`src/hw/rtl/gated_object_track_vote_core_defines.svh`:
```
// assertion macros for the track vote core
`ifndef GATED_OBJECT_TRACK_VOTE_CORE_DEFINES_SVH
`define GATED_OBJECT_TRACK_VOTE_CORE_DEFINES_SVH
// implication checked on every clock edge outside reset
`define GOTV_ASSERT_IMP(lbl, clk, rstn, a, c) \
    lbl: assert property (@(posedge clk) disable iff (!rstn) (a) |-> (c)) \
        else $error("assertion failed");
// implication whose consequent is checked in the next clock cycle
`define GOTV_ASSERT_NEXT(lbl, clk, rstn, a, c) \
    lbl: assert property (@(posedge clk) disable iff (!rstn) (a) |=> (c)) \
        else $error("assertion failed");
`endif

```
`src/hw/rtl/gotv_pkg.sv`:
```
// shared types and constants of the track vote core
`timescale 1ns / 1ps
package gotv_pkg;
    localparam int MaxTracks = 16;
    localparam int NumColors = 5;
    localparam int NumShapes = 3;
    localparam int TrkW = $clog2(MaxTracks + 1);
    localparam logic [7:0] CntMax = 8'd255;

    localparam logic [1:0] REG_CALIBRATED = 2'd0;
    localparam logic [1:0] REG_POS_TOL    = 2'd1;
    localparam logic [1:0] REG_AREA_TOL   = 2'd2;
    localparam logic [1:0] REG_MIN_LEN    = 2'd3;

    localparam logic CMD_DETECT = 1'b0;
    localparam logic CMD_FLUSH  = 1'b1;
    localparam logic KIND_REPORT = 1'b0;
    localparam logic KIND_END    = 1'b1;

    typedef struct packed {
        logic [9:0]  x;
        logic [9:0]  y;
        logic [7:0]  z;
        logic [15:0] area;
        logic [2:0]  color;
        logic [1:0]  shape;
    } t_det;

    // payload moving along the cell row
    typedef struct packed {
        logic        valid;
        logic [9:0]  x;
        logic [9:0]  y;
        logic [7:0]  z;
        logic [15:0] area;
        logic [7:0]  len;
        logic [NumColors*8-1:0] cvotes;
        logic [NumShapes*8-1:0] svotes;
    } t_track;

    // control travelling with the detection token
    typedef struct packed {
        logic  active;
        logic  done;
        t_det  det;
    } t_tok;

    function automatic logic [7:0] sat_inc(input logic [7:0] c);
        return (c == CntMax) ? c : c + 8'd1;
    endfunction

    // strict window ref-tol < v < ref+tol without wrap
    function automatic logic in_win(input logic [15:0] v, input logic [15:0] r,
                                    input logic [15:0] t);
        logic [16:0] lo;
        logic [16:0] hi;
        lo = {1'b0, r} - {1'b0, t};
        hi = {1'b0, r} + {1'b0, t};
        return ({1'b0, v} < hi) && ((t > r) || ({1'b0, v} > lo));
    endfunction
endpackage

```
`src/hw/rtl/gotv_cell.sv`:
```
// one track slot: holds a track and checks the passing detection token
`timescale 1ns / 1ps
module gotv_cell
    import gotv_pkg::*;
(
    input  logic        i_clk,
    input  logic        i_rst_n,
    input  logic        i_clear,
    input  logic        i_shift,
    input  t_tok        i_tok,
    input  t_track      i_trk,
    input  logic [9:0]  i_pos_tol,
    input  logic [15:0] i_area_tol,
    input  logic        i_first_pass,
    output t_tok        o_tok,
    output t_track      o_trk
);
    t_track r_trk;
    t_tok   r_tok;
    t_track n_trk;
    t_tok   n_tok;
    logic   w_hit;

    assign w_hit = r_trk.valid &&
        in_win({6'd0, i_tok.det.x}, {6'd0, r_trk.x}, {6'd0, i_pos_tol}) &&
        in_win({6'd0, i_tok.det.y}, {6'd0, r_trk.y}, {6'd0, i_pos_tol}) &&
        in_win(i_tok.det.area, r_trk.area, i_area_tol);

    always_comb begin
        n_trk = r_trk;
        n_tok = i_tok;
        // first pass: match; second pass: open in free slot
        if (i_tok.active && !i_tok.done &&
            ((i_first_pass && w_hit) || (!i_first_pass && !r_trk.valid))) begin
            if (!r_trk.valid) begin
                n_trk.len = '0;
                n_trk.cvotes = '0;
                n_trk.svotes = '0;
            end
            n_trk.valid = 1'b1;
            n_trk.x = i_tok.det.x;
            n_trk.y = i_tok.det.y;
            n_trk.z = i_tok.det.z;
            n_trk.area = i_tok.det.area;
            n_trk.len = sat_inc(n_trk.len);
            for (int c = 0; c < NumColors; c++) begin
                if (i_tok.det.color == 3'(c))
                    n_trk.cvotes[c*8 +: 8] = sat_inc(n_trk.cvotes[c*8 +: 8]);
            end
            for (int s = 0; s < NumShapes; s++) begin
                if (i_tok.det.shape == 2'(s))
                    n_trk.svotes[s*8 +: 8] = sat_inc(n_trk.svotes[s*8 +: 8]);
            end
            n_tok.done = 1'b1;
        end
    end

    always_ff @(posedge i_clk) begin
        if (!i_rst_n || i_clear) begin
            r_trk <= '0;
            r_tok <= '0;
        end else if (i_shift) begin
            r_trk <= i_trk;
        end else begin
            r_trk <= n_trk;
            r_tok <= n_tok;
        end
    end

    assign o_tok = r_tok;
    assign o_trk = r_trk;
endmodule

```
`config.mk`:
```
export PLATFORM = sky130hd
export DESIGN_NAME = gotv_cell
export DESIGN_NICKNAME = d
export VERILOG_FILES = /design/src/hw/rtl/gated_object_track_vote_core_defines.svh /design/src/hw/rtl/gotv_pkg.sv /design/src/hw/rtl/gotv_cell.sv
export SDC_FILE = /design/constraint.sdc
export NUM_CORES = 1
export LEC_CHECK = 0
export BUFFER_PORTS_ARGS = -buffer_cell sky130_fd_sc_hd__buf_4
export CORE_MARGIN = 2
export CORE_UTILIZATION = 50
export CTS_BUF_LIST = sky130_fd_sc_hd__clkbuf_16
export DETAILED_ROUTE_END_ITERATION = 8
export PLACE_DENSITY = 0.86
export SLEW_MARGIN = 40
export SYNTH_ARGS = -nofsm -noshare
export SYNTH_HDL_FRONTEND = slang
export SYNTH_SLANG_ARGS = --single-unit
```
`constraint.sdc`:
```
create_clock -name i_clk -period 6.7 [get_ports i_clk]
set_clock_uncertainty 0.15 [all_clocks]
set_input_delay 0.67 -clock i_clk [delete_from_list [all_inputs] [get_ports i_clk]]
set_output_delay 0.67 -clock i_clk [all_outputs]
set_load 0.01 [all_outputs]
```
==> flow_summary.yaml <==
place:
  dpl.hpwl_mm: 34.6
  place_congestion: 0.924
  placedInstanceArea_mm2: 0.0163
  io_buffers: 366
  pre_cts_ws_ns: 0.687
die:
  die_h_um: 168
  core_area_mm2: 0.0262
  fp-row-count: 59
  io_pins: 367
  initial_core_util: 0.512
  die-area_mm2: 0.0282
  die_x_um: 168
detailed_routing:
  wl_per_cell_um: 19.3
  wl_met3_mm: 3.67
  drt-total-wl_mm: 46.7
  via_count: 14700
  drc: 0
  viasPerCell: 6.07
  drt-pass1-iter-count: 5
  antenna_left: 0
  highest_layer: "met4"
  drtIter0Drc: 1384
  wl_met1_mm: 18.8
  met2_length_mm: 22.3
cts:
  cts_resized: 0
  clock_latency_ns: 0.43
  ctsHtreeMaxLevel: 4
  numClockSinks: 168
  cts.clk_slew.worst_paths_ns: 0.07
  cts_buffer_depth: 2
  clockRootBuffer: "clkbuf_16"
  numCtsBuffers: 17
  post-cts-setup-buffers: 0
  ctsHoldBuffers: 0
  cts_tree: "built"
sta:
  setup_viol_count_final: 0
  fin_crit_ns: 5.76
  min_period_over_period: 0.859
  maxSlewHeadroom: 0.410
  clock.fmax_mhz: 174
  setup_tns_ns: 0
  grt_setup_unrepaired: "no"
  setup_ws_ns: 0.945
  tightest_slew_ns: 0.886
  fin_hold_ws_ns: 0.284
  hold_violations: 0
  slew_violations: 0
yosys:
  synthArstFlopShare: 0
  syn_avg_cell_area_um2: 7.63
  mappedNetlistNets: 2114
  syn_inst: 1759
  synth.distinct_cells: 75
  synth-main-ff-cell: "dfxtp_1"
  ys_seq_area_frac: 0.250
  ys_ff_latch: 168
  synth-edff-count: 0
  ys_warn_count: 0
  syn_area_mm2: 0.0134
final_layout:
  layout_common_cells: "buf_4, nand2_1, nor2_1"
  fillers: 2202
  mostFrequentLayoutCell: "buf_4"
  area_delta_synth_final_pct: 26.1
  design_area_mm2: 0.0169
  drive_above_1_share: 0.219
  nNetsFinal: 2419
worst_setup_path:
  slowest_stage: "o311ai_0"
  end_kind: "flop"
  startpoint_type: "flop"
  crit_required_ns: 6.86
  cp_top_family: "compound AO/OA/AOI/OAI gates"
  crit_arrival_ns: 5.92
  path_max_fanout: 34
  crit_buf_inv: 3
  path_class: "flop to flop"
  max_stage_delay_ns: 0.58
  path_cells: "inv_1, ha_1, inv_1, fa_1, a21o_1, a221oi_1, o22ai_1, a41oi_2, o21bai_1, a21oi_1, xnor2_1, ha_1, nand2_1, o311ai_0, a31oi_2, o31ai_4, buf_4, o22ai_1, a221o_1"
outcome:
  outcome: "complete, no violations"
grt:
  grt_max_degree: 70
  antenna_found_initial: 2
  track_usage: 0.321
  gr-total-overflow: 0
  grt_pass1_wl_mm: 73.2
  grt_pass1_vias: 14200
power:
  power.density_mw_per_mm2: 171
  power_mw: 2.89
  p_leak_nw: 7.63
  vdd_drop_max_v: 0.000154
hold_path:
  hp-class: "input pin to flop"
flow_run:
  cap_violations: 0
[where the power goes]
part           internal [mW]  total (mW)  switching [mW]
Combinational          0.361       0.804           0.443
Clock                  0.550        1.00           0.450
Sequential              1.04        1.08          0.0461
[Yosys cell counts, drive strengths merged, types with 17 or more instances]
cell    number  area [um2]
nand3       47         235
mux2i       65         651
clkbuf      64         240
nand2b      17         106
nor2       184         691
nand2      207         777
a21o        22         165
nand4       22         138
inv         84         315
o21ai      144         721
xnor2       54         473
a21oi      118         591
and2        21         131
a31oi       73         469
dfxtp      168        3360
ha         150        1880
buf         32         168
nor3        38         195
[path summary, 6_finish.rpt]
check / start / end / slack [ns] / cells past startpoint
worst max-delay path: o_trk[72] / o_trk[59] / 0.94 / 19
worst min-delay path: i_trk[43] / o_trk[43] / 0.28 / 3
worst max register to register: o_trk[72] / o_trk[59] / 0.94 / 19
worst min register to register: o_trk[92] / o_trk[92] / 0.33 / 2
[kinds of logic (layout without fill, tap and decap cells)]
kind of cell,Yosys count,count (layout),synth area share
AND/OR/NAND/NOR,600,600,0.203
AO/OA/AOI/OAI,512,512,0.244
buffers and inverters,181,498,0.0541
flip-flops,168,168,0.250
adder cells (fa/ha/maj),156,156,0.149
multiplexers,74,74,0.0560
XOR/XNOR,68,68,0.0444
other,0,2,0
[flip-flops by register name, summed over array words and instances, names as in the netlist]
register,cells
o_trk,117
o_tok,51
[per-layer routing]
layer | up-vias | track usage
li1 | 6908 | -
met1 | 6910 | 0.390
met2 | 715 | 0.550
met3 | 124 | 0.0592
met4 | 0 | 0.149
met5 | - | 0
[worst min-delay path, cell delays in order]
cell and delay [ns]:
buf_4 0.07, nand2_1 0.04, o21ai_0 0.05
[per-stage QoR]
step           instances   util
5_1_grt             2412  0.646
3_3_place_gp        2380  0.624
2_1_floorplan       1759      -
3_5_place_dp        2380  0.624
4_1_cts             2411  0.646
6_report            2413  0.646
[layout make-up]
class | count | area (um2) | area share
diodes | 2 | 5.00 | 0.000296
clock buffers | 17 | 425 | 0.0251
clock inverters | 14 | 149 | 0.00879
inverters | 85 | 320 | 0.0189
multi-input cells | 1410 | 9380 | 0.554
flip-flops and latches | 168 | 3360 | 0.199
well taps | 335 | 419 | 0.0248
repair buffers | 382 | 2870 | 0.170
Note: power is estimated with default switching activity, not from simulation.
