## config.mk

```make
export PLATFORM = sky130hd
export DESIGN_NAME = gotv_vote
export DESIGN_NICKNAME = d
export VERILOG_FILES = /design/src/hw/rtl/gated_object_track_vote_core_defines.svh /design/src/hw/rtl/gotv_pkg.sv /design/src/hw/rtl/gotv_vote.sv
export SDC_FILE = /design/constraint.sdc
export NUM_CORES = 1
export LEC_CHECK = 0
export ABC_AREA = 1
export BUFFER_PORTS_ARGS = -buffer_cell sky130_fd_sc_hd__buf_4
export CAP_MARGIN = 30
export CORE_MARGIN = 5
export CORE_UTILIZATION = 45
export DETAILED_ROUTE_END_ITERATION = 8
export GPL_ROUTABILITY_DRIVEN = 0
export GPL_TIMING_DRIVEN = 0
export PLACE_DENSITY_LB_ADDON = 0.3
export RECOVER_POWER = 100
export SKIP_LAST_GASP = 1
export SLEW_MARGIN = 20
export SYNTH_ARGS = -nofsm -noshare
export SYNTH_HDL_FRONTEND = slang
export SYNTH_SLANG_ARGS = --single-unit
```

## constraint.sdc

```tcl
create_clock -name vclk -period 9.8
set_input_delay 2.45 -clock vclk [all_inputs]
set_output_delay 2.45 -clock vclk [all_outputs]
set_load 0.02 [all_outputs]
```

## src/hw/rtl/gated_object_track_vote_core_defines.svh

```systemverilog
// assertion macros for the track vote core
`ifndef GATED_OBJECT_TRACK_VOTE_CORE_DEFINES_SVH
`define GATED_OBJECT_TRACK_VOTE_CORE_DEFINES_SVH
// implication checked on every clock edge outside reset
`define GOTV_ASSERT_IMP(lbl, clk, rstn, a, c) \
    lbl: assert property (@(posedge clk) disable iff (!rstn) (a) |-> (c)) \
        else $error("assertion failed");
// implication whose consequent is checked in the next clock cycle
`define GOTV_ASSERT_NEXT(lbl, clk, rstn, a, c) \
    lbl: assert property (@(posedge clk) disable iff (!rstn) (a) |=> (c)) \
        else $error("assertion failed");
`endif

```

## src/hw/rtl/gotv_pkg.sv

```systemverilog
// shared types and constants of the track vote core
`timescale 1ns / 1ps
package gotv_pkg;
    localparam int MaxTracks = 16;
    localparam int NumColors = 5;
    localparam int NumShapes = 3;
    localparam int TrkW = $clog2(MaxTracks + 1);
    localparam logic [7:0] CntMax = 8'd255;

    localparam logic [1:0] REG_CALIBRATED = 2'd0;
    localparam logic [1:0] REG_POS_TOL    = 2'd1;
    localparam logic [1:0] REG_AREA_TOL   = 2'd2;
    localparam logic [1:0] REG_MIN_LEN    = 2'd3;

    localparam logic CMD_DETECT = 1'b0;
    localparam logic CMD_FLUSH  = 1'b1;
    localparam logic KIND_REPORT = 1'b0;
    localparam logic KIND_END    = 1'b1;

    typedef struct packed {
        logic [9:0]  x;
        logic [9:0]  y;
        logic [7:0]  z;
        logic [15:0] area;
        logic [2:0]  color;
        logic [1:0]  shape;
    } t_det;

    // payload moving along the cell row
    typedef struct packed {
        logic        valid;
        logic [9:0]  x;
        logic [9:0]  y;
        logic [7:0]  z;
        logic [15:0] area;
        logic [7:0]  len;
        logic [NumColors*8-1:0] cvotes;
        logic [NumShapes*8-1:0] svotes;
    } t_track;

    // control travelling with the detection token
    typedef struct packed {
        logic  active;
        logic  done;
        t_det  det;
    } t_tok;

    function automatic logic [7:0] sat_inc(input logic [7:0] c);
        return (c == CntMax) ? c : c + 8'd1;
    endfunction

    // strict window ref-tol < v < ref+tol without wrap
    function automatic logic in_win(input logic [15:0] v, input logic [15:0] r,
                                    input logic [15:0] t);
        logic [16:0] lo;
        logic [16:0] hi;
        lo = {1'b0, r} - {1'b0, t};
        hi = {1'b0, r} + {1'b0, t};
        return ({1'b0, v} < hi) && ((t > r) || ({1'b0, v} > lo));
    endfunction
endpackage

```

## src/hw/rtl/gotv_vote.sv

```systemverilog
// plurality vote of color and shape for the track at the row head; a tie goes to the lower code
`timescale 1ns / 1ps
module gotv_vote
    import gotv_pkg::*;
(
    input  t_track     i_trk,
    output logic [2:0] o_color,
    output logic [1:0] o_shape
);
    always_comb begin
        o_color = '0;
        for (int c = 1; c < NumColors; c++) begin
            if (i_trk.cvotes[c*8 +: 8] > i_trk.cvotes[o_color*8 +: 8])
                o_color = 3'(c);
        end
        o_shape = '0;
        for (int s = 1; s < NumShapes; s++) begin
            if (i_trk.svotes[s*8 +: 8] > i_trk.svotes[o_shape*8 +: 8])
                o_shape = 2'(s);
        end
    end
endmodule

```

==> load_flow_metrics.sql, run 1 <==
INSERT INTO impl_metrics (metric_group, metric, value, unit) VALUES
('min_path', 'hold_path_startpoint', 'i_trk[20]', ''),
('synth', 'synth.area.top_cells', 'sky130_fd_sc_hd__ha_1, sky130_fd_sc_hd__nand2_1, sky130_fd_sc_hd__nand3_1', ''),
('die', 'floorplan.die_area', '5500', 'um^2'),
('synth', 'synth_cell_types', '30', ''),
('power_and_ir_drop', 'power_per_cell_area', '126', 'nW/um^2'),
('worst_setup_path', 'crit_fanout', '10', ''),
('synth', 'share_of_synthesized_cell_area_in_and_or_nand_and_nor_gates', '0.378', ''),
('global_route', 'aggregate_global_routing_overflow', '0', ''),
('sta', 'share_of_the_clock_period_used_by_the_worst_path_after_layout', '0.972', ''),
('power_and_ir_drop', 'worst_ir_drop_vdd', '0.0428', 'mV'),
('synth', 'yosysTopAreaCell', 'sky130_fd_sc_hd__ha_1', ''),
('global_route', 'antenna_violations_before_repair', '0', ''),
('synth', 'synth_compound_area_frac', '0.179', ''),
('drt', 'drc', '0', ''),
('worst_setup_path', 'cp.arrival', '7080', 'ps'),
('sta', 'setup_violations', '0', ''),
('worst_setup_path', 'cp-start-kind', 'input pin', ''),
('die', 'die_height', '74.2', 'um'),
('drt', 'drt.antenna.violating_nets', '0', ''),
('sta', 'hold_viol', '0', ''),
('worst_setup_path', 'worstSetupPathType', 'input pin to output port', ''),
('synth', 'syn-cell-area', '1850', 'um^2'),
('sta', 'finalSetupTns', '0', 'ps'),
('global_route', 'grt_start_max_net_pins', '11', ''),
('sta', 'finalWorstPathRequiredPeriod', '9530', 'ps'),
('worst_setup_path', 'critical_path.most_common_cell', 'sky130_fd_sc_hd__nand2_1', ''),
('global_route', 'grt.met3_usage', '0.0149', ''),
('synth', 'synth.yosys.seq_area_share', '0', ''),
('sta', 'worst_pin_slew', '781', 'ps'),
('sta', 'timing.fmax', '105', 'MHz'),
('synth', 'yosys.area_share.adder', '0.324', ''),
('synth', 'syn_avg_cell_area', '6.14', 'um^2'),
('sta', 'relSlewSlack', '0.474', ''),
('die', 'core_area', '4000', 'um^2'),
('final_layout', 'fin_nets', '556', ''),
('synth', 'synth_warnings', '0', ''),
('synth', 'synth_top_cell_area_share', '0.324', ''),
('min_path', 'worst_hold_end', 'o_shape[1]', ''),
('power_and_ir_drop', 'power_leakage', '0.00151', 'uW'),
('sta', 'timing.final.ws_setup', '274', 'ps'),
('drt', 'drt-pass1-iter-count', '4', ''),
('sta', 'final-max-slew-violation-count', '0', ''),
('synth', 'synth_mux_area_frac', '0', ''),
('placement', 'place.detailed.hpwl', '4400', 'um'),
('drt', 'drt_iter0_drc', '72', ''),
('die', 'io-pin-count', '122', ''),
('worst_setup_path', 'critPathMaxStageDelay', '300', 'ps'),
('global_route', 'grt_pass1_vias', '2118', ''),
('final_layout', 'design.seq.count', '0', ''),
('synth', 'synth_top_family_by_area', 'simple AND/OR/NAND/NOR gates', ''),
('final_layout', 'areaGrowthSynthToFinish', '45.8', '%'),
('die', 'die-width', '74.2', 'um'),
('final_layout', 'layout.cells.most_common_list', 'sky130_fd_sc_hd__nand2_1, sky130_fd_sc_hd__buf_4, sky130_fd_sc_hd__ha_1', ''),
('final_layout', 'postLayoutCoreUtil', '0.675', ''),
('synth', 'synth-xor-area-share', '0', ''),
('drt', 'vias_per_cell', '5.22', ''),
('worst_setup_path', 'cp_slowest_cell', 'sky130_fd_sc_hd__ha_1', ''),
('global_route', 'globalRouteMet1Util', '0.224', ''),
('final_layout', 'layout-drive-gt1-share', '0.329', ''),
('die', 'initial_core_util', '0.463', ''),
('placement', 'placement.io_buffers', '69', ''),
('run_status', 'status', 'finished, final reports clean', ''),
('placement', 'place_ws', '-199', 'ps'),
('worst_setup_path', 'critical_path.endpoint_type', 'output port', ''),
('global_route', 'met2_usage', '0.343', ''),
('placement', 'numPlacedInstances', '421', ''),
('die', 'placementRows', '23', ''),
('sta', 'fin_worst_hold_slack', '5530', 'ps'),
('final_layout', 'fin_cells', '439', ''),
('final_layout', 'num_antenna_cells', '0', ''),
('final_layout', 'multi_input_gate_area', '1740', 'um^2');
[repair_timing]
action,4_1_cts,5_1_grt
setup buffers,4,13
gates resized for setup,4,26
endpoints found under the setup margin,3,3
hold endpoints to repair,0,0
pin swaps,2,15
gates cloned,0,1
[cell usage after synthesis, types with 2 or more instances]
cell                      instances
sky130_fd_sc_hd__nand2_1         90
sky130_fd_sc_hd__ha_1            48
sky130_fd_sc_hd__inv_1           38
sky130_fd_sc_hd__nand3_1         34
sky130_fd_sc_hd__a21oi_1         24
sky130_fd_sc_hd__o21ai_0         16
sky130_fd_sc_hd__nor2_1           7
sky130_fd_sc_hd__inv_2            5
sky130_fd_sc_hd__nand4_1          4
sky130_fd_sc_hd__o21ai_1          4
sky130_fd_sc_hd__a21oi_2          3
sky130_fd_sc_hd__buf_6            3
sky130_fd_sc_hd__nand2_4          3
sky130_fd_sc_hd__buf_2            2
sky130_fd_sc_hd__nand2_2          2
sky130_fd_sc_hd__nand2_8          2
sky130_fd_sc_hd__nor2_2           2
sky130_fd_sc_hd__nor3_1           2
sky130_fd_sc_hd__o21a_1           2
[worst max-delay path by stage]
stage,startpoint,end,slack [ps],cells past startpoint
floorplan,i_trk[31],o_color[0],320,37
global placement,i_trk[31],o_color[0],-190,38
detailed placement,i_trk[31],o_color[0],-200,38
CTS,i_trk[31],o_color[0],120,38
global route,i_trk[31],o_color[0],-40,41
finish,i_trk[31],o_color[0],270,36
[metal layers]
| layer | wire length, um | up-vias |
|---|---|---|
| li1 | - | 1202 |
| met5 | 0 | - |
| met3 | 429 | 6 |
| met4 | 46 | 0 |
| met1 | 2150 | 1011 |
| met2 | 2590 | 71 |
[where the power goes]
group	internal, uW	switching (uW)
Combinational	158	183
Sequential	0	0
Clock	0	0
[through the flow]
step	total power [uW]	cell area (um^2)
final	341	2700
after global routing	383	2700
after CTS	300	2470
after detailed placement	288	2430
after global placement	282	2430
after floorplan	206	1850
[kinds of logic after synthesis]
logic type	after synthesis
fa+ha+maj	48
simple gates	148
compound gates	57
buf+inv	49
[worst max-delay path, delay by kind of cell]
family	cells	cell delay [ps]
simple gates	15	1260
fa+ha+maj	4	1050
buf+inv	7	750
compound gates	10	1560
[layout make-up]
| class | count | area share |
|---|---|---|
| repair buffers | 87 | 0.251 |
| multi-input cells | 253 | 0.642 |
| well taps | 50 | 0.0232 |
| plain buffers | 6 | 0.0236 |
| inverters | 43 | 0.0597 |
(Power assumes the default switching activity.)
==> inputs of run 2 (changes only) <==
BUFFER_PORTS_ARGS = not set   (was -buffer_cell sky130_fd_sc_hd__buf_4)
CORE_UTILIZATION = 51   (was 45)
DONT_BUFFER_PORTS = 1   (was not set)
SKIP_LAST_GASP = not set   (was 1)
==> run 2 against run 1 <==
- first-iteration DRC count increased by 61%
- final cell count decreased by 18%
- worst hold slack got worse by 170 ps
- setup slack got worse by 18 ps
==> load_flow_metrics.sql, run 2 (same netlist as run 1, synthesis figures left out) <==
INSERT INTO impl_metrics (metric_group, metric, value, unit) VALUES
('power_and_ir_drop', 'clockPowerShare', '0', ''),
('drt', 'wire_per_inst', '13.3', 'um'),
('final_layout', 'fin_nets', '481', ''),
('final_layout', 'layout-drive-gt1-share', '0.150', ''),
('power_and_ir_drop', 'design_power_total', '303', 'uW'),
('min_path', 'hold_path_startpoint', 'i_trk[20]', ''),
('sta', 'final-max-slew-violation-count', '0', ''),
('clock_network', 'post_cts_hold_buffer_count', '0', ''),
('drt', 'drt.antenna.violating_nets', '0', ''),
('global_route', 'grt_pass1_vias', '1795', ''),
('global_route', 'antenna_violations_before_repair', '0', ''),
('drt', 'drc', '0', ''),
('sta', 'timing.fmax', '105', 'MHz'),
('die', 'placementRows', '21', ''),
('worst_setup_path', 'crit_fanout', '10', ''),
('placement', 'placement.io_buffers', '0', ''),
('sta', 'timing.final.ws_setup', '256', 'ps'),
('worst_setup_path', 'critPathBufInv', '4', ''),
('worst_setup_path', 'crit_path_end', 'o_color[0]', ''),
('power_and_ir_drop', 'switching_share', '0.590', ''),
('worst_setup_path', 'worstSetupPathType', 'input pin to output port', ''),
('power_and_ir_drop', 'cellInternalPower', '124', 'uW'),
('global_route', 'met2_usage', '0.325', ''),
('worst_setup_path', 'cp_num_cells', '34', ''),
('worst_setup_path', 'critical_path.endpoint_type', 'output port', ''),
('run_status', 'status', 'finished, final reports clean', ''),
('final_layout', 'design.seq.count', '0', ''),
('die', 'die-width', '70.3', 'um'),
('sta', 'finalWorstPathRequiredPeriod', '9540', 'ps'),
('final_layout', 'layout.area.seq', '0', 'um^2'),
('power_and_ir_drop', 'comb_power_share', '1.000', ''),
('worst_setup_path', 'critPathMaxStageDelay', '320', 'ps'),
('worst_setup_path', 'worst_path_dominant_cell_family', 'simple AND/OR/NAND/NOR gates', ''),
('sta', 'share_of_the_clock_period_used_by_the_worst_path_after_layout', '0.974', ''),
('final_layout', 'clkbuf_count', '0', ''),
('worst_setup_path', 'cp.arrival', '7090', 'ps'),
('placement', 'place_ws', '-406', 'ps'),
('die', 'io-pin-count', '122', ''),
('sta', 'hold_viol', '0', ''),
('power_and_ir_drop', 'power_leakage', '0.00114', 'uW'),
('drt', 'detailroute.via_count', '1962', ''),
('final_layout', 'num_antenna_cells', '0', ''),
('worst_setup_path', 'cp-start-kind', 'input pin', ''),
('final_layout', 'layout.cells.most_common_list', 'sky130_fd_sc_hd__nand2_1, sky130_fd_sc_hd__ha_1, sky130_fd_sc_hd__inv_1', ''),
('worst_setup_path', 'cp.required', '7350', 'ps'),
('placement', 'place.detailed.hpwl', '3960', 'um'),
('final_layout', 'fillcell_total', '355', ''),
('drt', 'vias_per_cell', '5.45', ''),
('sta', 'relSlewSlack', '0.484', ''),
('global_route', 'aggregate_global_routing_overflow', '0', ''),
('global_route', 'grt_most_used_layer', 'met2', ''),
('die', 'core_area', '3420', 'um^2'),
('global_route', 'globalRouteMet1Util', '0.226', ''),
('drt', 'drt-pass1-iter-count', '4', ''),
('sta', 'setup_violations', '0', ''),
('worst_setup_path', 'cp_slowest_cell', 'sky130_fd_sc_hd__ha_1', ''),
('min_path', 'worstHoldPathType', 'input pin to output port', ''),
('global_route', 'grt.met3_usage', '0.0445', ''),
('flow_run', 'maxCapViolations', '0', ''),
('worst_setup_path', 'crit_start', 'i_trk[31]', ''),
('worst_setup_path', 'critical_path.most_common_cell', 'sky130_fd_sc_hd__nand2_1', ''),
('drt', 'totalWireLength', '4780', 'um'),
('final_layout', 'areaGrowthSynthToFinish', '12.4', '%'),
('die', 'die_height', '70.3', 'um'),
('global_route', 'global_route_wire_length_before_repair', '7760', 'um'),
('power_and_ir_drop', 'seq_power_share', '0', ''),
('drt', 'drt_iter0_drc', '116', ''),
('die', 'floorplan.die_area', '4940', 'um^2'),
('power_and_ir_drop', 'power.switching', '179', 'uW'),
('die', 'initial_core_util', '0.542', ''),
('power_and_ir_drop', 'worst_ir_drop_vdd', '0.0404', 'mV'),
('sta', 'worst_pin_slew', '766', 'ps'),
('final_layout', 'layout.cells.most_common', 'sky130_fd_sc_hd__nand2_1', ''),
('sta', 'finalSetupTns', '0', 'ps'),
('global_route', 'grt_start_max_net_pins', '11', ''),
('power_and_ir_drop', 'power_per_cell_area', '146', 'nW/um^2'),
('global_route', 'grtUsageTotal', '0.181', '');
run 2: power by group through the flow:
stage	combinational [uW]	clock [uW]	sequential, uW
after floorplan	206	0	0
after global routing	340	0	0
after global placement	246	0	0
after CTS	270	0	0
after detailed placement	250	0	0
final	303	0	0
run 2: per-stage QoR:
step	instances	hold WS, ps	area, um^2	utilization
finish	360	5370	2080	0.610
global placement	348	5370	1910	0.559
floorplan	302	5340	1850	-
global route	360	5400	2080	0.610
detailed placement	348	5370	1910	0.559
CTS	349	5370	1960	0.574
run 2: repair_timing:
item                                    in CTS  in global routing
endpoints found under the setup margin       3                  3
cloned                                       0                  0
pin swaps                                    1                 10
buffers inserted                             1                 11
gates resized for setup                      8                 14
run 2: layout make-up:
class	count	area [um^2]	share of cell area
Inverter	43	161	0.0775
Timing Repair Buffer	12	93.8	0.0450
Multi-Input combinational cell	253	1700	0.815
Buffer	6	72.6	0.0348
Tap cell	46	57.6	0.0276
run 2: how the worst min path moves through the flow:
stage | endpoint | slack [ps] | cells after the start
after floorplan | o_shape[1] | 5340 | 4
after global placement | o_shape[1] | 5370 | 3
after detailed placement | o_shape[1] | 5370 | 3
after CTS | o_shape[1] | 5370 | 3
after global routing | o_color[2] | 5400 | 3
final | o_shape[1] | 5370 | 3
run 2: routing by layer:
| layer | wire length, um | vias to the layer above |
|---|---|---|
| met3 | 426 | 0 |
| met2 | 2430 | 56 |
| met1 | 1920 | 858 |
| li1 | - | 1048 |
| met5 | 0 | - |
| met4 | 0 | 0 |
==> inputs of run 3 (changes only) <==
GPL_TIMING_DRIVEN = not set   (was 0)
==> run 3 against run 2 <==
- wire length decreased by 2.7%
- global-route usage decreased by 1.6 points
- sequential cell count unchanged
- design area about the same
- setup slack improved by 77 ps
- power decreased by 0.25%
- first-iteration DRC count decreased by 13%
- clock-buffer cell count unchanged
==> load_flow_metrics.sql, run 3 (same netlist as run 1, synthesis figures left out) <==
INSERT INTO impl_metrics (metric_group, metric, value, unit) VALUES
('sta', 'finalSetupTns', '0', 'ps'),
('worst_setup_path', 'critPathMaxStageDelay', '300', 'ps'),
('final_layout', 'design.seq.count', '0', ''),
('drt', 'detailroute.via_count', '1968', ''),
('final_layout', 'layout.cells.most_common_list', 'sky130_fd_sc_hd__nand2_1, sky130_fd_sc_hd__ha_1, sky130_fd_sc_hd__inv_1', ''),
('worst_setup_path', 'cp.required', '7350', 'ps'),
('worst_setup_path', 'cp_slowest_cell', 'sky130_fd_sc_hd__ha_1', ''),
('sta', 'share_of_the_clock_period_used_by_the_worst_path_after_layout', '0.966', ''),
('drt', 'drt_iter0_drc', '101', ''),
('sta', 'setup_violations', '0', ''),
('final_layout', 'finish.instance_area', '2080', 'um^2'),
('power_and_ir_drop', 'design_power_total', '303', 'uW'),
('final_layout', 'layout.area.seq', '0', 'um^2'),
('drt', 'drt.antenna.violating_nets', '0', ''),
('placement', 'place.detailed.hpwl', '3750', 'um'),
('worst_setup_path', 'cp-start-kind', 'input pin', ''),
('clock_network', 'post_cts_hold_buffer_count', '0', ''),
('drt', 'vias_per_cell', '5.36', ''),
('worst_setup_path', 'cp.arrival', '7020', 'ps'),
('worst_setup_path', 'critPathBufInv', '7', ''),
('worst_setup_path', 'worstSetupPathType', 'input pin to output port', ''),
('global_route', 'aggregate_global_routing_overflow', '0', ''),
('die', 'die-width', '70.3', 'um'),
('power_and_ir_drop', 'worst_ir_drop_vdd', '0.0468', 'mV'),
('final_layout', 'postLayoutCoreUtil', '0.610', ''),
('global_route', 'global_route_wire_length_before_repair', '7000', 'um'),
('sta', 'timing.final.ws_setup', '332', 'ps'),
('final_layout', 'clkbuf_count', '0', ''),
('drt', 'drt-pass1-iter-count', '4', ''),
('worst_setup_path', 'critical_path.most_common_cell', 'sky130_fd_sc_hd__nand2_1', ''),
('die', 'initial_core_util', '0.542', ''),
('sta', 'final-max-slew-violation-count', '0', ''),
('global_route', 'antenna_violations_before_repair', '0', ''),
('drt', 'wire_per_inst', '12.7', 'um'),
('final_layout', 'layout-drive-gt1-share', '0.146', ''),
('global_route', 'grt_start_max_net_pins', '20', ''),
('die', 'floorplan.die_area', '4940', 'um^2'),
('final_layout', 'fin_nets', '488', ''),
('run_status', 'status', 'finished, final reports clean', ''),
('sta', 'finalWorstPathRequiredPeriod', '9470', 'ps'),
('drt', 'totalWireLength', '4650', 'um'),
('global_route', 'grt_pass1_vias', '1734', ''),
('final_layout', 'num_antenna_cells', '0', ''),
('placement', 'placement.io_buffers', '0', ''),
('die', 'placementRows', '21', ''),
('worst_setup_path', 'worst_path_dominant_cell_family', 'simple AND/OR/NAND/NOR gates', ''),
('die', 'die_height', '70.3', 'um'),
('die', 'core_area', '3420', 'um^2'),
('placement', 'place_ws', '148', 'ps'),
('min_path', 'worstHoldPathType', 'input pin to output port', ''),
('placement', 'detailed_place.area', '1880', 'um^2'),
('final_layout', 'areaGrowthSynthToFinish', '12.4', '%'),
('flow_run', 'maxCapViolations', '0', ''),
('power_and_ir_drop', 'power_per_cell_area', '145', 'nW/um^2'),
('die', 'io-pin-count', '122', ''),
('sta', 'hold_viol', '0', ''),
('worst_setup_path', 'crit_fanout', '14', ''),
('worst_setup_path', 'critical_path.endpoint_type', 'output port', ''),
('drt', 'drc', '0', ''),
('sta', 'worst_pin_slew', '1380', 'ps'),
('sta', 'timing.fmax', '106', 'MHz'),
('power_and_ir_drop', 'power_leakage', '0.00118', 'uW'),
('final_layout', 'layout.cells.most_common', 'sky130_fd_sc_hd__nand2_1', ''),
('global_route', 'grtUsageTotal', '0.164', ''),
('sta', 'relSlewSlack', '0.0719', '');
==> run 3: cell types whose count changed in the layout (fill, tap and decap cells not counted), moves of 2 or more <==
| cell | change |
|---|---|
| sky130_fd_sc_hd__buf_4 | +10 |
| sky130_fd_sc_hd__buf_6 | -4 |
| sky130_fd_sc_hd__a21oi_1 | +3 |
| sky130_fd_sc_hd__a21oi_4 | -3 |
| sky130_fd_sc_hd__inv_1 | +2 |
| sky130_fd_sc_hd__inv_2 | -2 |
| sky130_fd_sc_hd__nand2_4 | +2 |
| sky130_fd_sc_hd__o21ai_0 | +2 |
==> run 3: worst paths after layout <==
kind	startpoint	endpoint	slack [ps]	cells after the start
worst min-delay path	i_trk[20]	o_shape[1]	5370	3
worst max-delay path	i_trk[31]	o_color[0]	330	36
==> run 3: what timing repair did <==
| item | CTS | global route |
|---|---|---|
| gates resized for setup | 0 | 4 |
| setup buffers | 0 | 19 |
| endpoints found under the setup margin | 0 | 3 |
==> run 3: stage by stage <==
stage	hold WS, ps	instances
floorplan	5340	302
global placement	5370	346
detailed placement	5370	346
CTS	5370	346
global route	5430	367
finish	5370	367
==> run 3: power breakdown <==
part,switching [uW],internal [uW]
combinational,173,129
clock,0,0
sequential,0,0
==> run 3: area by class of cell <==
| type | instances | area (um^2) |
|---|---|---|
| Fill cell | 348 | 1330 |
| Timing Repair Buffer | 23 | 198 |
| Tap cell | 46 | 57.6 |
| Multi-Input combinational cell | 255 | 1670 |
| Inverter | 43 | 161 |
==> run 3: layer usage <==
metal,track usage,share of wire,vias to the layer above
met3,0.0502,0.093,4
met2,0.307,0.48,68
met5,0,0,-
met1,0.188,0.42,836
met4,0.0128,0.0065,0
li1,-,-,1060
